==> src/design/assert_macros.svh <==
// Assertion macros shared by the jsu_queue and jsu_back design files.
`ifndef ASSERT_MACROS_SVH
`define ASSERT_MACROS_SVH

`ifndef ASSERT_OFF

`define ASSERT_ALWAYS(label, clk, rst, prop) \
   label: assert property (@(posedge clk) disable iff (rst) (prop)) \
      else $error("assertion failed");

`define ASSERT_NEVER(label, clk, rst, expr) \
   label: assert property (@(posedge clk) disable iff (rst) !(expr)) \
      else $error("assertion failed");

`else

`define ASSERT_ALWAYS(label, clk, rst, prop)

`define ASSERT_NEVER(label, clk, rst, expr)

`endif

`endif

==> src/design/jsu_pkg.sv <==
package jsu_pkg;

   typedef enum logic [2:0] {
      MODE_WAIT = 3'd0,
      MODE_BODY = 3'd1,
      MODE_ESC  = 3'd2,
      MODE_HEX1 = 3'd3,
      MODE_HEX2 = 3'd4,
      MODE_HEX3 = 3'd5,
      MODE_HEX4 = 3'd6
   } mode_type;

   typedef enum logic [1:0] {
      KIND_DATA    = 2'd0,
      KIND_END     = 2'd1,
      KIND_EOI_ERR = 2'd2,
      KIND_HEX_ERR = 2'd3
   } kind_type;

   localparam logic [7:0] CHAR_QUOTE     = 8'h22;
   localparam logic [7:0] CHAR_BACKSLASH = 8'h5c;
   localparam logic [7:0] CHAR_B         = 8'h62;
   localparam logic [7:0] CHAR_F         = 8'h66;
   localparam logic [7:0] CHAR_N         = 8'h6e;
   localparam logic [7:0] CHAR_R         = 8'h72;
   localparam logic [7:0] CHAR_T         = 8'h74;
   localparam logic [7:0] CHAR_U         = 8'h75;

   localparam logic [7:0] CTRL_BS = 8'h08;
   localparam logic [7:0] CTRL_FF = 8'h0c;
   localparam logic [7:0] CTRL_LF = 8'h0a;
   localparam logic [7:0] CTRL_CR = 8'h0d;
   localparam logic [7:0] CTRL_HT = 8'h09;

   localparam logic [15:0] UTF8_ONE_MAX = 16'h007f;
   localparam logic [15:0] UTF8_TWO_MAX = 16'h07ff;
   localparam logic [7:0]  UTF8_LEAD2   = 8'hc0;
   localparam logic [7:0]  UTF8_LEAD3   = 8'he0;
   localparam logic [7:0]  UTF8_CONT    = 8'h80;

   // One command holds every result that a single input byte causes.
   typedef struct packed {
      logic [1:0] count;
      kind_type   kind;
      logic [7:0] byte0;
      logic [7:0] byte1;
      logic [7:0] byte2;
   } cmd_type;

   // Returns {valid, digit} for one ASCII hex character.
   function automatic logic [4:0] hex_digit_of(input logic [7:0] c);
      logic [4:0] result;
      result = 5'd0;
      if (c inside {[8'h30:8'h39]}) begin
         result = {1'b1, 4'(c - 8'h30)};
      end else if (c inside {[8'h61:8'h66]}) begin
         result = {1'b1, 4'(c - 8'h57)};
      end else if (c inside {[8'h41:8'h46]}) begin
         result = {1'b1, 4'(c - 8'h37)};
      end
      return result;
   endfunction

endpackage

==> src/design/json_string_unescape_core.sv <==
// JSON string unescaper. The request side is a queue write port: present one
// raw byte of JSON text on req_in_byte, or set req_end_of_input, and raise
// req_push; the transaction is taken at a clock edge where req_full is low.
// The response side is a queue read port: while rsp_empty is low the oldest
// result sits on rsp_kind, rsp_out_byte and rsp_last, and raising rsp_pop
// takes it. rsp_last marks the final result caused by one request byte.
// A request byte is decoded in the cycle it is taken; its command is registered
// in the command queue and then in the output stage, which drives the response
// ports. One request byte is taken every cycle while req_full is low; a byte can
// cause up to three results, which leave at one per cycle while rsp_pop is high.
// Between the decoder and the output stage sits a command queue of DEPTH
// entries, one entry per request byte that causes any result. While the
// receiver stalls, requests are still taken until that queue fills, and then
// req_full rises. Synchronous reset empties the queue and the output stage at
// once and puts the decoder back to waiting for any byte to open a string.
module json_string_unescape_core #(
   parameter int DEPTH = 4
) (
   input  logic       clock,
   input  logic       reset,
   input  logic       req_push,
   input  logic [7:0] req_in_byte,
   input  logic       req_end_of_input,
   output logic       req_full,
   output logic       rsp_empty,
   input  logic       rsp_pop,
   output logic [1:0] rsp_kind,
   output logic [7:0] rsp_out_byte,
   output logic       rsp_last
);
   import jsu_pkg::*;

   logic    q_full;
   logic    q_push;
   logic    q_pop;
   logic    q_valid;
   cmd_type q_wdata;
   cmd_type q_rdata;

   jsu_front u_front (
      .clock            (clock),
      .reset            (reset),
      .req_push         (req_push),
      .req_in_byte      (req_in_byte),
      .req_end_of_input (req_end_of_input),
      .req_full         (req_full),
      .q_full           (q_full),
      .q_push           (q_push),
      .q_data           (q_wdata)
   );

   jsu_queue #(
      .DEPTH (DEPTH)
   ) u_queue (
      .clock     (clock),
      .reset     (reset),
      .push      (q_push),
      .push_data (q_wdata),
      .full      (q_full),
      .pop       (q_pop),
      .valid     (q_valid),
      .pop_data  (q_rdata)
   );

   jsu_back u_back (
      .clock        (clock),
      .reset        (reset),
      .q_valid      (q_valid),
      .q_data       (q_rdata),
      .q_pop        (q_pop),
      .rsp_empty    (rsp_empty),
      .rsp_pop      (rsp_pop),
      .rsp_kind     (rsp_kind),
      .rsp_out_byte (rsp_out_byte),
      .rsp_last     (rsp_last)
   );

endmodule

==> src/design/jsu_front.sv <==
module jsu_front (
   input  logic             clock,
   input  logic             reset,
   input  logic             req_push,
   input  logic [7:0]       req_in_byte,
   input  logic             req_end_of_input,
   output logic             req_full,
   input  logic             q_full,
   output logic             q_push,
   output jsu_pkg::cmd_type q_data
);
   import jsu_pkg::*;

   mode_type    mode_ff, mode_in;
   logic [11:0] cp_ff, cp_in;
   logic        accept;
   logic [4:0]  hex;
   logic        hex_ok;
   logic [15:0] cp;
   cmd_type     cmd;

   assign req_full = q_full;
   assign accept   = req_push && !q_full;
   assign hex      = hex_digit_of(req_in_byte);
   assign hex_ok   = hex[4] && !req_end_of_input;
   assign cp       = {cp_ff, hex[3:0]};

   always_ff @(posedge clock) begin
      if (reset) begin
         mode_ff <= MODE_WAIT;
         cp_ff   <= 12'd0;
      end else begin
         mode_ff <= mode_in;
         cp_ff   <= cp_in;
      end
   end

   always_comb begin
      mode_in = mode_ff;
      cp_in   = cp_ff;
      if (accept) begin
         case (mode_ff)
            MODE_BODY: begin
               if (req_end_of_input || req_in_byte == CHAR_QUOTE) begin
                  mode_in = MODE_WAIT;
               end else if (req_in_byte == CHAR_BACKSLASH) begin
                  mode_in = MODE_ESC;
               end
            end
            MODE_ESC: begin
               if (req_end_of_input) begin
                  mode_in = MODE_WAIT;
               end else if (req_in_byte == CHAR_U) begin
                  mode_in = MODE_HEX1;
                  cp_in   = 12'd0;
               end else begin
                  mode_in = MODE_BODY;
               end
            end
            MODE_HEX1, MODE_HEX2, MODE_HEX3: begin
               if (!hex_ok) begin
                  mode_in = MODE_WAIT;
                  cp_in   = 12'd0;
               end else begin
                  cp_in = {cp_ff[7:0], hex[3:0]};
                  case (mode_ff)
                     MODE_HEX1: mode_in = MODE_HEX2;
                     MODE_HEX2: mode_in = MODE_HEX3;
                     default:   mode_in = MODE_HEX4;
                  endcase
               end
            end
            MODE_HEX4: begin
               cp_in   = 12'd0;
               mode_in = hex_ok ? MODE_BODY : MODE_WAIT;
            end
            default: begin
               if (!req_end_of_input) begin
                  mode_in = MODE_BODY;
               end else begin
                  mode_in = MODE_WAIT;
               end
            end
         endcase
      end
   end

   always_comb begin
      cmd       = '0;
      cmd.kind  = KIND_DATA;
      case (mode_ff)
         MODE_BODY: begin
            cmd.count = 2'd1;
            if (req_end_of_input) begin
               cmd.kind = KIND_EOI_ERR;
            end else if (req_in_byte == CHAR_QUOTE) begin
               cmd.kind = KIND_END;
            end else if (req_in_byte == CHAR_BACKSLASH) begin
               cmd.count = 2'd0;
            end else begin
               cmd.byte0 = req_in_byte;
            end
         end
         MODE_ESC: begin
            cmd.count = 2'd1;
            if (req_end_of_input) begin
               cmd.kind = KIND_EOI_ERR;
            end else begin
               case (req_in_byte)
                  CHAR_B:  cmd.byte0 = CTRL_BS;
                  CHAR_F:  cmd.byte0 = CTRL_FF;
                  CHAR_N:  cmd.byte0 = CTRL_LF;
                  CHAR_R:  cmd.byte0 = CTRL_CR;
                  CHAR_T:  cmd.byte0 = CTRL_HT;
                  CHAR_U:  cmd.count = 2'd0;
                  default: cmd.byte0 = req_in_byte;
               endcase
            end
         end
         MODE_HEX1, MODE_HEX2, MODE_HEX3: begin
            if (!hex_ok) begin
               cmd.count = 2'd1;
               cmd.kind  = KIND_HEX_ERR;
            end
         end
         MODE_HEX4: begin
            if (!hex_ok) begin
               cmd.count = 2'd1;
               cmd.kind  = KIND_HEX_ERR;
            end else if (cp <= UTF8_ONE_MAX) begin
               cmd.count = 2'd1;
               cmd.byte0 = cp[7:0];
            end else if (cp <= UTF8_TWO_MAX) begin
               cmd.count = 2'd2;
               cmd.byte0 = UTF8_LEAD2 | {3'd0, cp[10:6]};
               cmd.byte1 = UTF8_CONT | {2'd0, cp[5:0]};
            end else begin
               cmd.count = 2'd3;
               cmd.byte0 = UTF8_LEAD3 | {4'd0, cp[15:12]};
               cmd.byte1 = UTF8_CONT | {2'd0, cp[11:6]};
               cmd.byte2 = UTF8_CONT | {2'd0, cp[5:0]};
            end
         end
         default: begin
            cmd.count = 2'd0;
         end
      endcase
   end

   assign q_push = accept && (cmd.count != 2'd0);
   assign q_data = cmd;

endmodule

==> src/design/jsu_queue.sv <==
`include "assert_macros.svh"

module jsu_queue #(
   parameter int DEPTH = 4
) (
   input  logic             clock,
   input  logic             reset,
   input  logic             push,
   input  jsu_pkg::cmd_type push_data,
   output logic             full,
   input  logic             pop,
   output logic             valid,
   output jsu_pkg::cmd_type pop_data
);
   import jsu_pkg::*;

   localparam int AW = $clog2(DEPTH);
   localparam int CW = $clog2(DEPTH + 1);

   cmd_type         mem_ff [DEPTH];
   logic [AW-1:0]   wr_ptr_ff, wr_ptr_in;
   logic [AW-1:0]   rd_ptr_ff, rd_ptr_in;
   logic [CW-1:0]   count_ff, count_in;

   assign full     = (count_ff == CW'(DEPTH));
   assign valid    = (count_ff != '0);
   assign pop_data = mem_ff[rd_ptr_ff];

   always_comb begin
      wr_ptr_in = wr_ptr_ff;
      rd_ptr_in = rd_ptr_ff;
      count_in  = count_ff;
      if (push) begin
         wr_ptr_in = (wr_ptr_ff == AW'(DEPTH - 1)) ? '0 : wr_ptr_ff + 1'b1;
      end
      if (pop) begin
         rd_ptr_in = (rd_ptr_ff == AW'(DEPTH - 1)) ? '0 : rd_ptr_ff + 1'b1;
      end
      if (push && !pop) begin
         count_in = count_ff + 1'b1;
      end else if (pop && !push) begin
         count_in = count_ff - 1'b1;
      end
   end

   always_ff @(posedge clock) begin
      if (reset) begin
         wr_ptr_ff <= '0;
         rd_ptr_ff <= '0;
         count_ff  <= '0;
      end else begin
         wr_ptr_ff <= wr_ptr_in;
         rd_ptr_ff <= rd_ptr_in;
         count_ff  <= count_in;
      end
   end

   always_ff @(posedge clock) begin
      if (push) begin
         mem_ff[wr_ptr_ff] <= push_data;
      end
   end

   `ASSERT_ALWAYS(a_count_bound, clock, reset, count_ff <= CW'(DEPTH))
   `ASSERT_NEVER(a_no_overflow, clock, reset, push && full)
   `ASSERT_NEVER(a_no_underflow, clock, reset, pop && !valid)
   `ASSERT_ALWAYS(a_count_up, clock, reset, push && !pop |=> count_ff == $past(count_ff) + 1'b1)

endmodule

==> src/design/jsu_back.sv <==
`include "assert_macros.svh"

module jsu_back (
   input  logic             clock,
   input  logic             reset,
   input  logic             q_valid,
   input  jsu_pkg::cmd_type q_data,
   output logic             q_pop,
   output logic             rsp_empty,
   input  logic             rsp_pop,
   output logic [1:0]       rsp_kind,
   output logic [7:0]       rsp_out_byte,
   output logic             rsp_last
);
   import jsu_pkg::*;

   logic       busy_ff, busy_in;
   logic [1:0] idx_ff, idx_in;
   cmd_type    cur_ff, cur_in;
   logic       is_last;
   logic       load;

   assign is_last = (idx_ff == cur_ff.count - 2'd1);
   assign load    = q_valid && (!busy_ff || (rsp_pop && is_last));
   assign q_pop   = load;

   always_comb begin
      busy_in = busy_ff;
      idx_in  = idx_ff;
      cur_in  = cur_ff;
      if (load) begin
         busy_in = 1'b1;
         idx_in  = 2'd0;
         cur_in  = q_data;
      end else if (busy_ff && rsp_pop) begin
         if (is_last) begin
            busy_in = 1'b0;
         end else begin
            idx_in = idx_ff + 2'd1;
         end
      end
   end

   always_ff @(posedge clock) begin
      if (reset) begin
         busy_ff <= 1'b0;
         idx_ff  <= 2'd0;
      end else begin
         busy_ff <= busy_in;
         idx_ff  <= idx_in;
      end
   end

   always_ff @(posedge clock) begin
      cur_ff <= cur_in;
   end

   always_comb begin
      case (idx_ff)
         2'd0:    rsp_out_byte = cur_ff.byte0;
         2'd1:    rsp_out_byte = cur_ff.byte1;
         default: rsp_out_byte = cur_ff.byte2;
      endcase
   end

   assign rsp_empty = !busy_ff;
   assign rsp_kind  = cur_ff.kind;
   assign rsp_last  = is_last;

   `ASSERT_ALWAYS(a_idx_in_range, clock, reset, !busy_ff || idx_ff < cur_ff.count)
   `ASSERT_ALWAYS(a_status_single, clock, reset, !busy_ff || cur_ff.kind == KIND_DATA || cur_ff.count == 2'd1)
   `ASSERT_ALWAYS(a_stall_holds, clock, reset, busy_ff && !rsp_pop |=> busy_ff && $stable(idx_ff))

endmodule
==> config.mk <==
export PLATFORM = sky130hd
export DESIGN_NAME = json_string_unescape_core
export DESIGN_NICKNAME = d
export VERILOG_FILES = /design/src/design/jsu_pkg.sv /design/src/design/json_string_unescape_core.sv /design/src/design/jsu_front.sv /design/src/design/jsu_queue.sv /design/src/design/jsu_back.sv
export VERILOG_INCLUDE_DIRS = /design/src /design/src/design
export SDC_FILE = /design/constraint.sdc
export NUM_CORES = 1
export LEC_CHECK = 0
export BUFFER_PORTS_ARGS = -buffer_cell sky130_fd_sc_hd__buf_4
export CORE_MARGIN = 4
export CORE_UTILIZATION = 50
export DETAILED_ROUTE_END_ITERATION = 7
export GPL_TIMING_DRIVEN = 0
export PLACE_DENSITY = 0.65
export SYNTH_ARGS = -nofsm -noshare
export SYNTH_HDL_FRONTEND = slang
export SYNTH_SLANG_ARGS = --single-unit
==> constraint.sdc <==
create_clock -name clock -period 5.36 [get_ports clock]
set_clock_uncertainty 0.1 [all_clocks]
set_input_delay 1.072 -clock clock [delete_from_list [all_inputs] [get_ports clock]]
set_output_delay 1.072 -clock clock [all_outputs]
set_load 0.05 [all_outputs]
# Word-level counts from Yosys, hierarchy flattened
# Memories as Yosys holds them, arrays and structs flattened. A register that Yosys moved wholly into a read port is not among the register bits.
# Index checks and enable logic that the tools add are counted.
# totals
register_bits	25
ram_bits	112
in_bits	13
out_inout_bits	13
wordCells	132
n_memories	1
# memory_table
name	words	width	read_ports	rd_ports_with_merged_regs	wr	line_no	rtl
u_queue.mem_ff	4	28	1	1	1	jsu_queue.sv:20	cmd_type mem_ff [DEPTH];
# op_classes
n_addsub	9
magnitude_cmp	8
n_eq_ne	22
muxes	53
bitwise	1
n_reduce_logical	31
# op_table
operator	count
$eq A8 B7 Y1 const B	7
$mux W8	6
$pmux W8 S6	1
$mux W12	3
$pmux W12 S3	1
$mux W16	2
$mux W24	1
$pmux W8 S3	1
$mux W3	7
$mux W2	9
$ge A8 B7 Y1 const B	2
$le A16 B11 Y1 const B	1
$le A16 B7 Y1 const B	1
$le A8 B7 Y1 const B	2
$pmux W2 S4	2
$pmux W8 S2	1
$mux W5	3
$mux W14	1
$mux W1	13
$eq A3 B3 Y1 const B	4
$pmux W3 S4	1
$logic_and A1 B1 Y1	11
$eq A8 B6 Y1 const B	1
$ge A8 B6 Y1 const B	1
26 further kinds	42

# Logic depth before layout (Yosys ltp)
# Gate-level depths: netlist of run 1.
# logic_depth
word_depth	16
mapped_depth	13
ltp_nobuf	13

# Hierarchy
# A second synthesis of run 1 with hierarchy kept.
# hier_totals
hier_cells	509
hier_area_um2	7397.1
# modules_own_cells
module	instances	cells_each	area_per_inst_um2	seq_area_each_um2
jsu_queue	1	190	4531.8	3543.4
jsu_front	1	232	1630.3	300.3
jsu_back	1	87	1234.9	900.9

# Least setup slack after synthesis of run 1
# Ideal clock, no wire load.
# synth_path
path_type	reg2reg
startpoint	register u_back.cur_ff[27] (netlist name)
endpoint	register u_queue.count_ff[2]
setup_ns	0.071
arrival_time_ns	4.393
required_ns	5.189
slack_ns	0.796
path_stages_with_launch	12
n_path_buf	0
period_less_slack_ns	4.564
cell_sequence	edfxtp_1 -> xnor2_1 -> mux2i_1 -> nand2_1 -> a21oi_1 -> inv_1 -> ha_1 -> inv_1 -> fa_1 -> xor2_1 -> or3_1 -> a21oi_1
# synth_via
elab_chain_len	8
word_cells_on_any_way	10
cone_classes	add/sub (1); eq/ne (1); mux (1); reduce/logical (7)
# synth_lines
item	line_no	rtl
$sub A2 B1 Y2 *	jsu_back.sv:23	assign is_last = (idx_ff == cur_ff.count - 2'd1);
$eq A2 B2 Y1 *	jsu_back.sv:23	
named net rsp_last	json_string_unescape_core.sv:29	output logic rsp_last
$logic_and A1 B1 Y1 *	jsu_back.sv:24	assign load = q_valid && (!busy_ff || (rsp_pop && is_last));
$logic_or A1 B1 Y1 *	jsu_back.sv:24	
$logic_and A1 B1 Y1 *	jsu_back.sv:24	
named net q_pop	json_string_unescape_core.sv:35	logic q_pop;
$logic_not A1 Y1	jsu_queue.sv:39	if (push && !pop) begin
$logic_and A1 B1 Y1	jsu_queue.sv:39	
$mux W3 or $reduce_bool A2 Y1 (tied branches)	-	
end signal: assignment	jsu_queue.sv:54	count_ff <= count_in;
end: declaration	jsu_queue.sv:23	logic [CW-1:0] count_ff, count_in;
# Mark *: on every way through the listed nets, which the timed path passes. The rest lies on a longest branch.
# A chain may end at the register's enable or synchronous reset.

# Final worst setup path of run 1
# layout_path
startpoint	input port req_in_byte[0]
endpoint	register u_queue.count_ff[2]
# layout_via
elab_chain_len	15
word_cells_on_any_way	38
cone_classes	add/sub (3); order compare (8); eq/ne (3); mux (14); reduce/logical (10)
# layout_lines
item	line_no	rtl
start: declaration	json_string_unescape_core.sv:22	input logic [7:0] req_in_byte,
$ge A8 B7 Y1 or $le A8 B7 Y1 (tied branches)	jsu_pkg.sv:58	end else if (c inside {[8'h41:8'h46]}) begin
$logic_and A1 B1 Y1	jsu_pkg.sv:58	
$mux W5	jsu_pkg.sv:58	
$mux W5	jsu_pkg.sv:56	end else if (c inside {[8'h61:8'h66]}) begin
$mux W5	jsu_pkg.sv:54	if (c inside {[8'h30:8'h39]}) begin
$le A16 B11 Y1	jsu_front.sv:133	end else if (cp <= UTF8_TWO_MAX) begin
$mux W1	jsu_front.sv:133	
$mux W2	jsu_front.sv:130	end else if (cp <= UTF8_ONE_MAX) begin
$mux W2	jsu_front.sv:127	if (!hex_ok) begin
$pmux W2 S4 *	jsu_front.sv:91	case (mode_ff)
$reduce_bool A2 Y1 *	jsu_front.sv:150	assign q_push = accept && (cmd.count != 2'd0);
$logic_and A1 B1 Y1 *	jsu_front.sv:150	
named net q_push	json_string_unescape_core.sv:34	logic q_push;
$logic_not A1 Y1	jsu_queue.sv:41	end else if (pop && !push) begin
$logic_and A1 B1 Y1	jsu_queue.sv:41	
$reduce_bool A2 Y1 (no line)	-	
# Marks and branches as above.

==> key figures, run 1 <==
Cells and area
  • Nets: 565
  • Fillers: 1068
  • N_diodes: 0
  • Layout area overhead: 14.6%
  • Post-route insts no fill: 728
  • Commonest cells after routing, fill and taps aside: 130 x edfxtp_1, 43 x nor2_1, 38 x nand2_1
  • Area of the multi-input gates: 2350 um2
  • Layout cells sized above 1: 18.8%
  • Most common cell after layout, fill and taps aside: edfxtp_1
  • Register area: 4400 um2

Timing
  • Setup violators final: 0
  • Slew @ Worst Pin: 1.29 ns
  • Worst relative slew slack: 13.2%
  • Highest clock rate: 245 MHz
  • Slew Limit Fails: 0
  • Fin Setup TNS: 0 ns
  • Fin crit share: 76.2%
  • Fin. Hold Viols: 0
  • RSZ-0062 raised after global routing: no
  • Minimum clock period: 4.08 ns

Global routing
  • Initial antenna violation count: 0
  • Grt ovf: 0
  • Largest net degree at the start of global routing: 29
  • Global-route wire length before repair: 23100 um
  • Vias in the first global route: 4239
  • Gr usage total: 19.2%

Place
  • Placed Cells: 696
  • Number of I/O port buffers: 22
  • Placer congestion estimate: 0.906
  • DPL Wire Length: 9910 um

Critical path
  • Req. time, crit path: 5.60 ns
  • Critical Path AT: 4.32 ns
  • Critical path type: in -> reg
  • Worst R2R Start: u_front.cp_ff[3]
  • Crit. End Element: flip-flop
  • CP startpoint: req_in_byte[0]
  • Reg2Reg Depth: 11
  • RR Endpoint: u_queue.count_ff[2]
  • Critical Path Fanout Max: 8
  • Crit path launch type: input port
  • R2r setup slk: 1.34 ns

Synthesis
  • Warning count from the yosys run: 0
  • Sequential area share after synthesis: 63.7%
  • Cells after Synth: 496
  • Mapped cell area: 6920 um2
  • EDFF count, synth: 130
  • Asr flop ratio synth: 0%
  • Average cell area after synthesis: 13.9 um2
  • Syn nets: 522
  • Commonest register cell after synthesis: edfxtp_1
  • Synth Register Bits: 155
  • Library cells used by synthesis: 69

Clock network
  • Clk_lat worst skew: 0.42 ns
  • CTS tree: built
  • Num Clock Sinks: 155
  • Post-CTS sizing: 0
  • CTS Buf Count: 17
  • Hold buffers post-CTS: 0
  • H-tree depth: 4
  • Register clock-pin slew on the reported worst setup and hold paths: 0.05 ns
  • Setup bufs post-CTS: 0
  • Root Buffer: clkbuf_16
  • Clock Path Buffers: 2

Drt
  • Iteration-0 DRC count of the detailed router: 399
  • First-pass iteration count of the detailed router: 7
  • Final ANT Viol Nets: 0
  • Drt total wl: 14400 um
  • Routed via count: 4327
  • Routed vias/inst: 5.94
  • Routed len/inst: 19.8 um
  • # DRC: 0

Worst hold path
  • Hold wc startpoint: u_queue.count_ff[2]
  • Hold EP: u_queue.count_ff[2]
  • Hold Path Class: reg -> reg
  • Worst hold path depth: 2

Run status
  • Status: completed

Pwr
  • Peak VDD IR: 0.266 mV
  • Pwr dens: 466 nW/um2
  • Leakage: 2.78 nW

Floorplanning
  • Die Ht: 126 um
  • Starting Density: 51.6%
  • Die X: 126 um
  • Ports: 26
  • Rows: 42
  • Core area: 13400 um2
  • DIE AREA: 15800 um2

Flow run
  • Total of max-cap violations: 0
-- state kept, by name, indices dropped and copies added, names as in the netlist --
name / flops
u_back.busy_ff: 1
u_back.cur_ff: 24
u_back.idx_ff: 2
u_back.rsp_kind: 2
u_front.cp_ff: 12
u_front.mode_ff: 3
u_queue.count_ff: 3
u_queue.mem_ff: 104
u_queue.rd_ptr_ff: 2
u_queue.wr_ptr_ff: 2
-- final cells by class --
type / count / share of cell area, %
tap: 176 / 2.78
clock buffer: 19 / 5.46
timing repair buffer: 24 / 2.68
clock inverter: 13 / 1.61
multi-input combinational: 298 / 29.6
sequential: 155 / 55.6
buffer: 29 / 1.64
inverter: 14 / 0.663
-- cell families (layout without fill, tap and decap cells) --
group,after synthesis,after routing,synth area share [%]
flops,155,155,63.7
simple gates,148,148,10.9
compound gates,97,97,9.98
buf+inv,43,99,2.64
mux,32,32,9.33
fa+ha+maj,13,13,2.46
xor+xnor,8,8,1.01
-- metal layers --
layer	vias to the layer above	global-route usage (%)	share of wire, %
met4	0	7.14	2.3
met1	2133	26.7	45
met5	-	0	0
met3	40	4.11	5.1
met2	154	30.0	48
li1	2000	-	-
-- cells in the mapped netlist, types with 3 or more instances --
cell type,count,area [um2]
o21ai_0,14,70.1
a31oi_1,3,18.8
clkbuf_1,17,63.8
nor3b_1,3,22.5
mux4_2,26,586
and2_1,9,56.3
buf_1,6,22.5
nor2b_1,6,37.5
mux2i_1,6,60.1
edfxtp_1,130,3900
and3_1,6,37.5
dfxtp_1,25,500
a22oi_1,21,158
inv_1,14,52.6
a21oi_1,22,110
a32oi_1,3,26.3
nand2b_1,8,50.1
ha_1,12,150
nor3_1,6,30.0
o21a_1,3,22.5
nand2_1,38,143
nand3_1,7,35.0
buf_4,3,22.5
xnor2_1,5,43.8
nor2_1,43,161
xor2_1,3,26.3
nand4_1,3,18.8
o21ai_1,4,20.0
-- critical path, cell delays in order --
cell and delay (ns):
buf_4 0.14, inv_1 0.12, ha_1 0.28, nor3b_1 0.31
a311o_1 0.38, a221oi_2 0.14, o221ai_2 0.34, and2_4 0.23
ha_1 0.19, inv_1 0.07, fa_1 0.42, xor2_1 0.18
or3_1 0.31, a21oi_1 0.14
-- power breakdown --
part / internal [mW] / leakage, nW / switching [mW]
Clock: 0.678 / 0.266 / 0.456
Combinational: 0.375 / 1.01 / 0.619
Sequential: 1.51 / 1.51 / 0.0570
-- through the flow --
stage               power, mW  setup slack [ns]  hold WS [ns]  area [um2]  utilization (%)
floorplan                2.30             0.796         0.359        6920                -
global placement         2.55             0.385         0.369        7300             54.5
detailed placement       2.60             0.872         0.397        7370             55.0
CTS                      3.73              1.31         0.408        7930             59.2
global route             3.86              1.07         0.436        7930             59.2
finish                   3.69              1.28         0.403        7930             59.2
-- worst max path at each step --
stage | end | slack [ns] | cells after the start
6_report | u_queue.count_ff[2] | 1.28 | 14
3_3_place_gp | u_queue.count_ff[2] | 0.38 | 10
5_1_grt | u_queue.count_ff[2] | 1.07 | 14
4_1_cts | u_queue.mem_ff[3][16] | 1.31 | 8
2_1_floorplan | u_queue.count_ff[2] | 0.80 | 11
3_5_place_dp | u_queue.mem_ff[3][1] | 0.87 | 8
Power figures use the tool's default switching activity.
==> inputs of run 2 (changes only) <==
==> constraint.sdc (replaced) <==
create_clock -name clock -period 3.9 [get_ports clock]
set_clock_uncertainty 0.1 [all_clocks]
set_input_delay 0.78 -clock clock [delete_from_list [all_inputs] [get_ports clock]]
set_output_delay 0.78 -clock clock [all_outputs]
set_load 0.05 [all_outputs]
==> run 2 against run 1 <==
  * Utilization is 0.14 points lower
  * Clock power is 42% higher
  * Sequential share of layout area is 0.13 points higher
  * Cell area is 0.24% lower
  * Register-to-register slack worse by 0.93 ns
  * Critical path type unchanged
  * Critical endpoint unchanged
  * Largest power group unchanged
==> key figures, run 2 (synthesized netlist as in run 1, its figures left out) <==
Run status
  • Status: completed (unchanged)

Critical path
  • Crit. End Element: flip-flop (unchanged)
  • Worst R2R Start: u_front.cp_ff[3] (unchanged)
  • Critical path's top delay family: adder cells (was compound AO/OA/AOI/OAI gates)
  • Critical path type: in -> reg (unchanged)
  • Critical Path AT: 3.81 ns (was 4.32 ns)
  • CP max-delay cell: fa_1 (unchanged)
  • Crit-path max cell delay: 0.43 ns (was 0.42 ns)
  • RR Endpoint: u_queue.count_ff[2] (unchanged)
  • Crit path launch type: input port (unchanged)
  • Critical Path Fanout Max: 8 (unchanged)
  • Buf/Inv on CP: 3 (unchanged)
  • Req. time, crit path: 4.14 ns (was 5.60 ns)
  • R2r setup slk: 0.41 ns (was 1.34 ns)
  • Reg2Reg Depth: 11 (unchanged)
  • Critical-path cell list: buf_4, inv_1, ha_1, nor3b_1, a311o_2, a221oi_2, o221ai_2, and2_4, ha_1, inv_1, fa_1, xor2_1, or3_1, a21oi_1 (was buf_4, inv_1, ha_1, nor3b_1, a311o_1, a221oi_2, o221ai_2, and2_4, ha_1, inv_1, fa_1, xor2_1, or3_1, a21oi_1)

Cells and area
  • Commonest cells after routing, fill and taps aside: 130 x edfxtp_1, 43 x nor2_1, 38 x nand2_1 (unchanged)
  • Area of the multi-input gates: 2360 um2 (was 2350 um2)
  • Layout area overhead: 14.3% (was 14.6%)
  • Largest register FFs: 104 (unchanged)
  • Reg with most FFs: u_queue.mem_ff (unchanged)
  • Register area: 4400 um2 (unchanged)
  • Regs by FF count: u_queue.mem_ff (104), u_back.cur_ff (24), u_front.cp_ff (12) (unchanged)
  • N_diodes: 0 (unchanged)
  • Nets: 563 (was 565)
  • Fillers: 1060 (was 1068)
  • Layout cells sized above 1: 19.1% (was 18.8%)
  • Design area: 7910 um2 (was 7930 um2)
  • Most common cell after layout, fill and taps aside: edfxtp_1 (unchanged)

Global routing
  • Gr usage total: 19.2% (about the same)
  • Largest net degree at the start of global routing: 32 (was 29)
  • Initial antenna violation count: 0 (unchanged)
  • Vias in the first global route: 4354 (was 4239)
  • Grt ovf: 0 (unchanged)
  • Global-route wire length before repair: 23500 um (was 23100 um)

Clock network
  • Hold buffers post-CTS: 0 (unchanged)
  • Clock Path Buffers: 2 (unchanged)
  • Clk_lat worst skew: 0.41 ns (was 0.42 ns)
  • CTS tree: built (unchanged)
  • H-tree depth: 4 (unchanged)
  • Setup bufs post-CTS: 0 (unchanged)
  • Register clock-pin slew on the reported worst setup and hold paths: 0.06 ns (was 0.05 ns)
  • Num Clock Sinks: 155 (unchanged)
  • Root Buffer: clkbuf_16 (unchanged)
  • CTS Buf Count: 17 (unchanged)

Timing
  • Fin. Hold Viols: 0 (unchanged)
  • Hold slack: 0.421 ns (was 0.403 ns)
  • Setup violators final: 0 (unchanged)
  • Minimum clock period: 3.57 ns
  • Worst relative slew slack: 27.1% (was 13.2%)
  • Slew @ Worst Pin: 1.09 ns (was 1.29 ns)
  • Fin crit share: 91.7%
  • Highest clock rate: 280 MHz
  • Slew Limit Fails: 0 (unchanged)
  • RSZ-0062 raised after global routing: no (unchanged)
  • Fin Setup TNS: 0 ns (unchanged)

Pwr
  • Leakage: 2.77 nW (was 2.78 nW)
  • Peak VDD IR: 0.307 mV (was 0.266 mV)
  • Pwr dens: 643 nW/um2 (was 466 nW/um2)
  • Final Total Pwr: 5.09 mW (was 3.69 mW)

Floorplanning
  • Die Ht: 126 um (unchanged)
  • Rows: 42 (unchanged)
  • Starting Density: 51.6% (unchanged)
  • Core area: 13400 um2 (unchanged)
  • Ports: 26 (unchanged)
  • Die X: 126 um (unchanged)
  • DIE AREA: 15800 um2 (unchanged)

Place
  • Placer congestion estimate: 0.926 (was 0.906)
  • DPL Wire Length: 9690 um (was 9910 um)
  • Post-DP Area: 7320 um2 (was 7370 um2)
  • Number of I/O port buffers: 22 (unchanged)

Drt
  • Iteration-0 DRC count of the detailed router: 341 (was 399)
  • Final ANT Viol Nets: 0 (unchanged)
  • Routed vias/inst: 5.96 (was 5.94)
  • First-pass iteration count of the detailed router: 5 (was 7)
  • Routed via count: 4321 (was 4327)
  • Routed len/inst: 19.6 um (was 19.8 um)
  • # DRC: 0 (unchanged)
  • Drt total wl: 14200 um (was 14400 um)

Worst hold path
  • Hold Path Class: reg -> reg (unchanged)
  • Hold wc startpoint: u_queue.count_ff[2] (unchanged)
  • Hold EP: u_queue.count_ff[2] (unchanged)
  • Worst hold path depth: 2 (unchanged)

Flow run
  • Total of max-cap violations: 0 (unchanged)
run 2: layout make-up:
| cell class | instances | share of cell area [%] |
|---|---|---|
| plain buffers | 29 | 1.65 |
| clock buffers | 17 | 5.38 |
| clock inverters | 14 | 1.95 |
| inverters | 14 | 0.664 |
| multi-input cells | 298 | 29.8 |
| flip-flops and latches | 155 | 55.7 |
| well taps | 176 | 2.78 |
| repair buffers | 22 | 2.09 |
run 2: worst min-delay path, stage by stage, from the launching register on:
cell and delay (ns):
dfxtp_1 0.32, o21ai_0 0.08, a21oi_1 0.06
run 2: what timing repair did:
item,in CTS,in global routing
setup endpoints to repair,53,1
resized for setup,2,2
pin swaps,0,2
run 2: per-stage QoR:
stage | setup slack (ns) | utilization (%) | std cells
6_report | 0.325 | 59.0 | 725
3_3_place_gp | -0.265 | 54.6 | 694
4_1_cts | 0.182 | 59.0 | 725
3_5_place_dp | -0.252 | 54.6 | 694
5_1_grt | 0.00742 | 59.0 | 725
2_1_floorplan | 0.266 | - | 496
run 2: worst max path at each step:
| stage | from | end | slack [ns] | cells past startpoint |
|---|---|---|---|---|
| after floorplan | u_back.cur_ff[27] | u_queue.count_ff[2] | 0.27 | 11 |
| after global placement | req_in_byte[0] | u_queue.mem_ff[0][1] | -0.27 | 8 |
| after detailed placement | req_in_byte[0] | u_queue.count_ff[2] | -0.25 | 14 |
| after CTS | req_in_byte[0] | u_queue.count_ff[2] | 0.18 | 14 |
| after global routing | req_in_byte[0] | u_queue.count_ff[2] | 0.007 | 14 |
| final | req_in_byte[0] | u_queue.count_ff[2] | 0.33 | 14 |
run 2: report_power, final:
group | switching (mW) | leakage (nW) | internal, mW
registers | 0.0803 | 1.51 | 2.08
logic | 0.844 | 0.987 | 0.483
clock network | 0.608 | 0.281 | 0.992
run 2: metal layers:
| metal | GRT usage [%] | share of wire, % | vias to the layer above | routed length [um] |
|---|---|---|---|---|
| li1 | - | - | 2000 | - |
| met1 | 27.0 | 45 | 2164 | 6360 |
| met2 | 30.0 | 49 | 143 | 6910 |
| met3 | 4.95 | 5.3 | 14 | 756 |
| met4 | 5.68 | 1.3 | 0 | 180 |
| met5 | 0 | 0 | - | 0 |
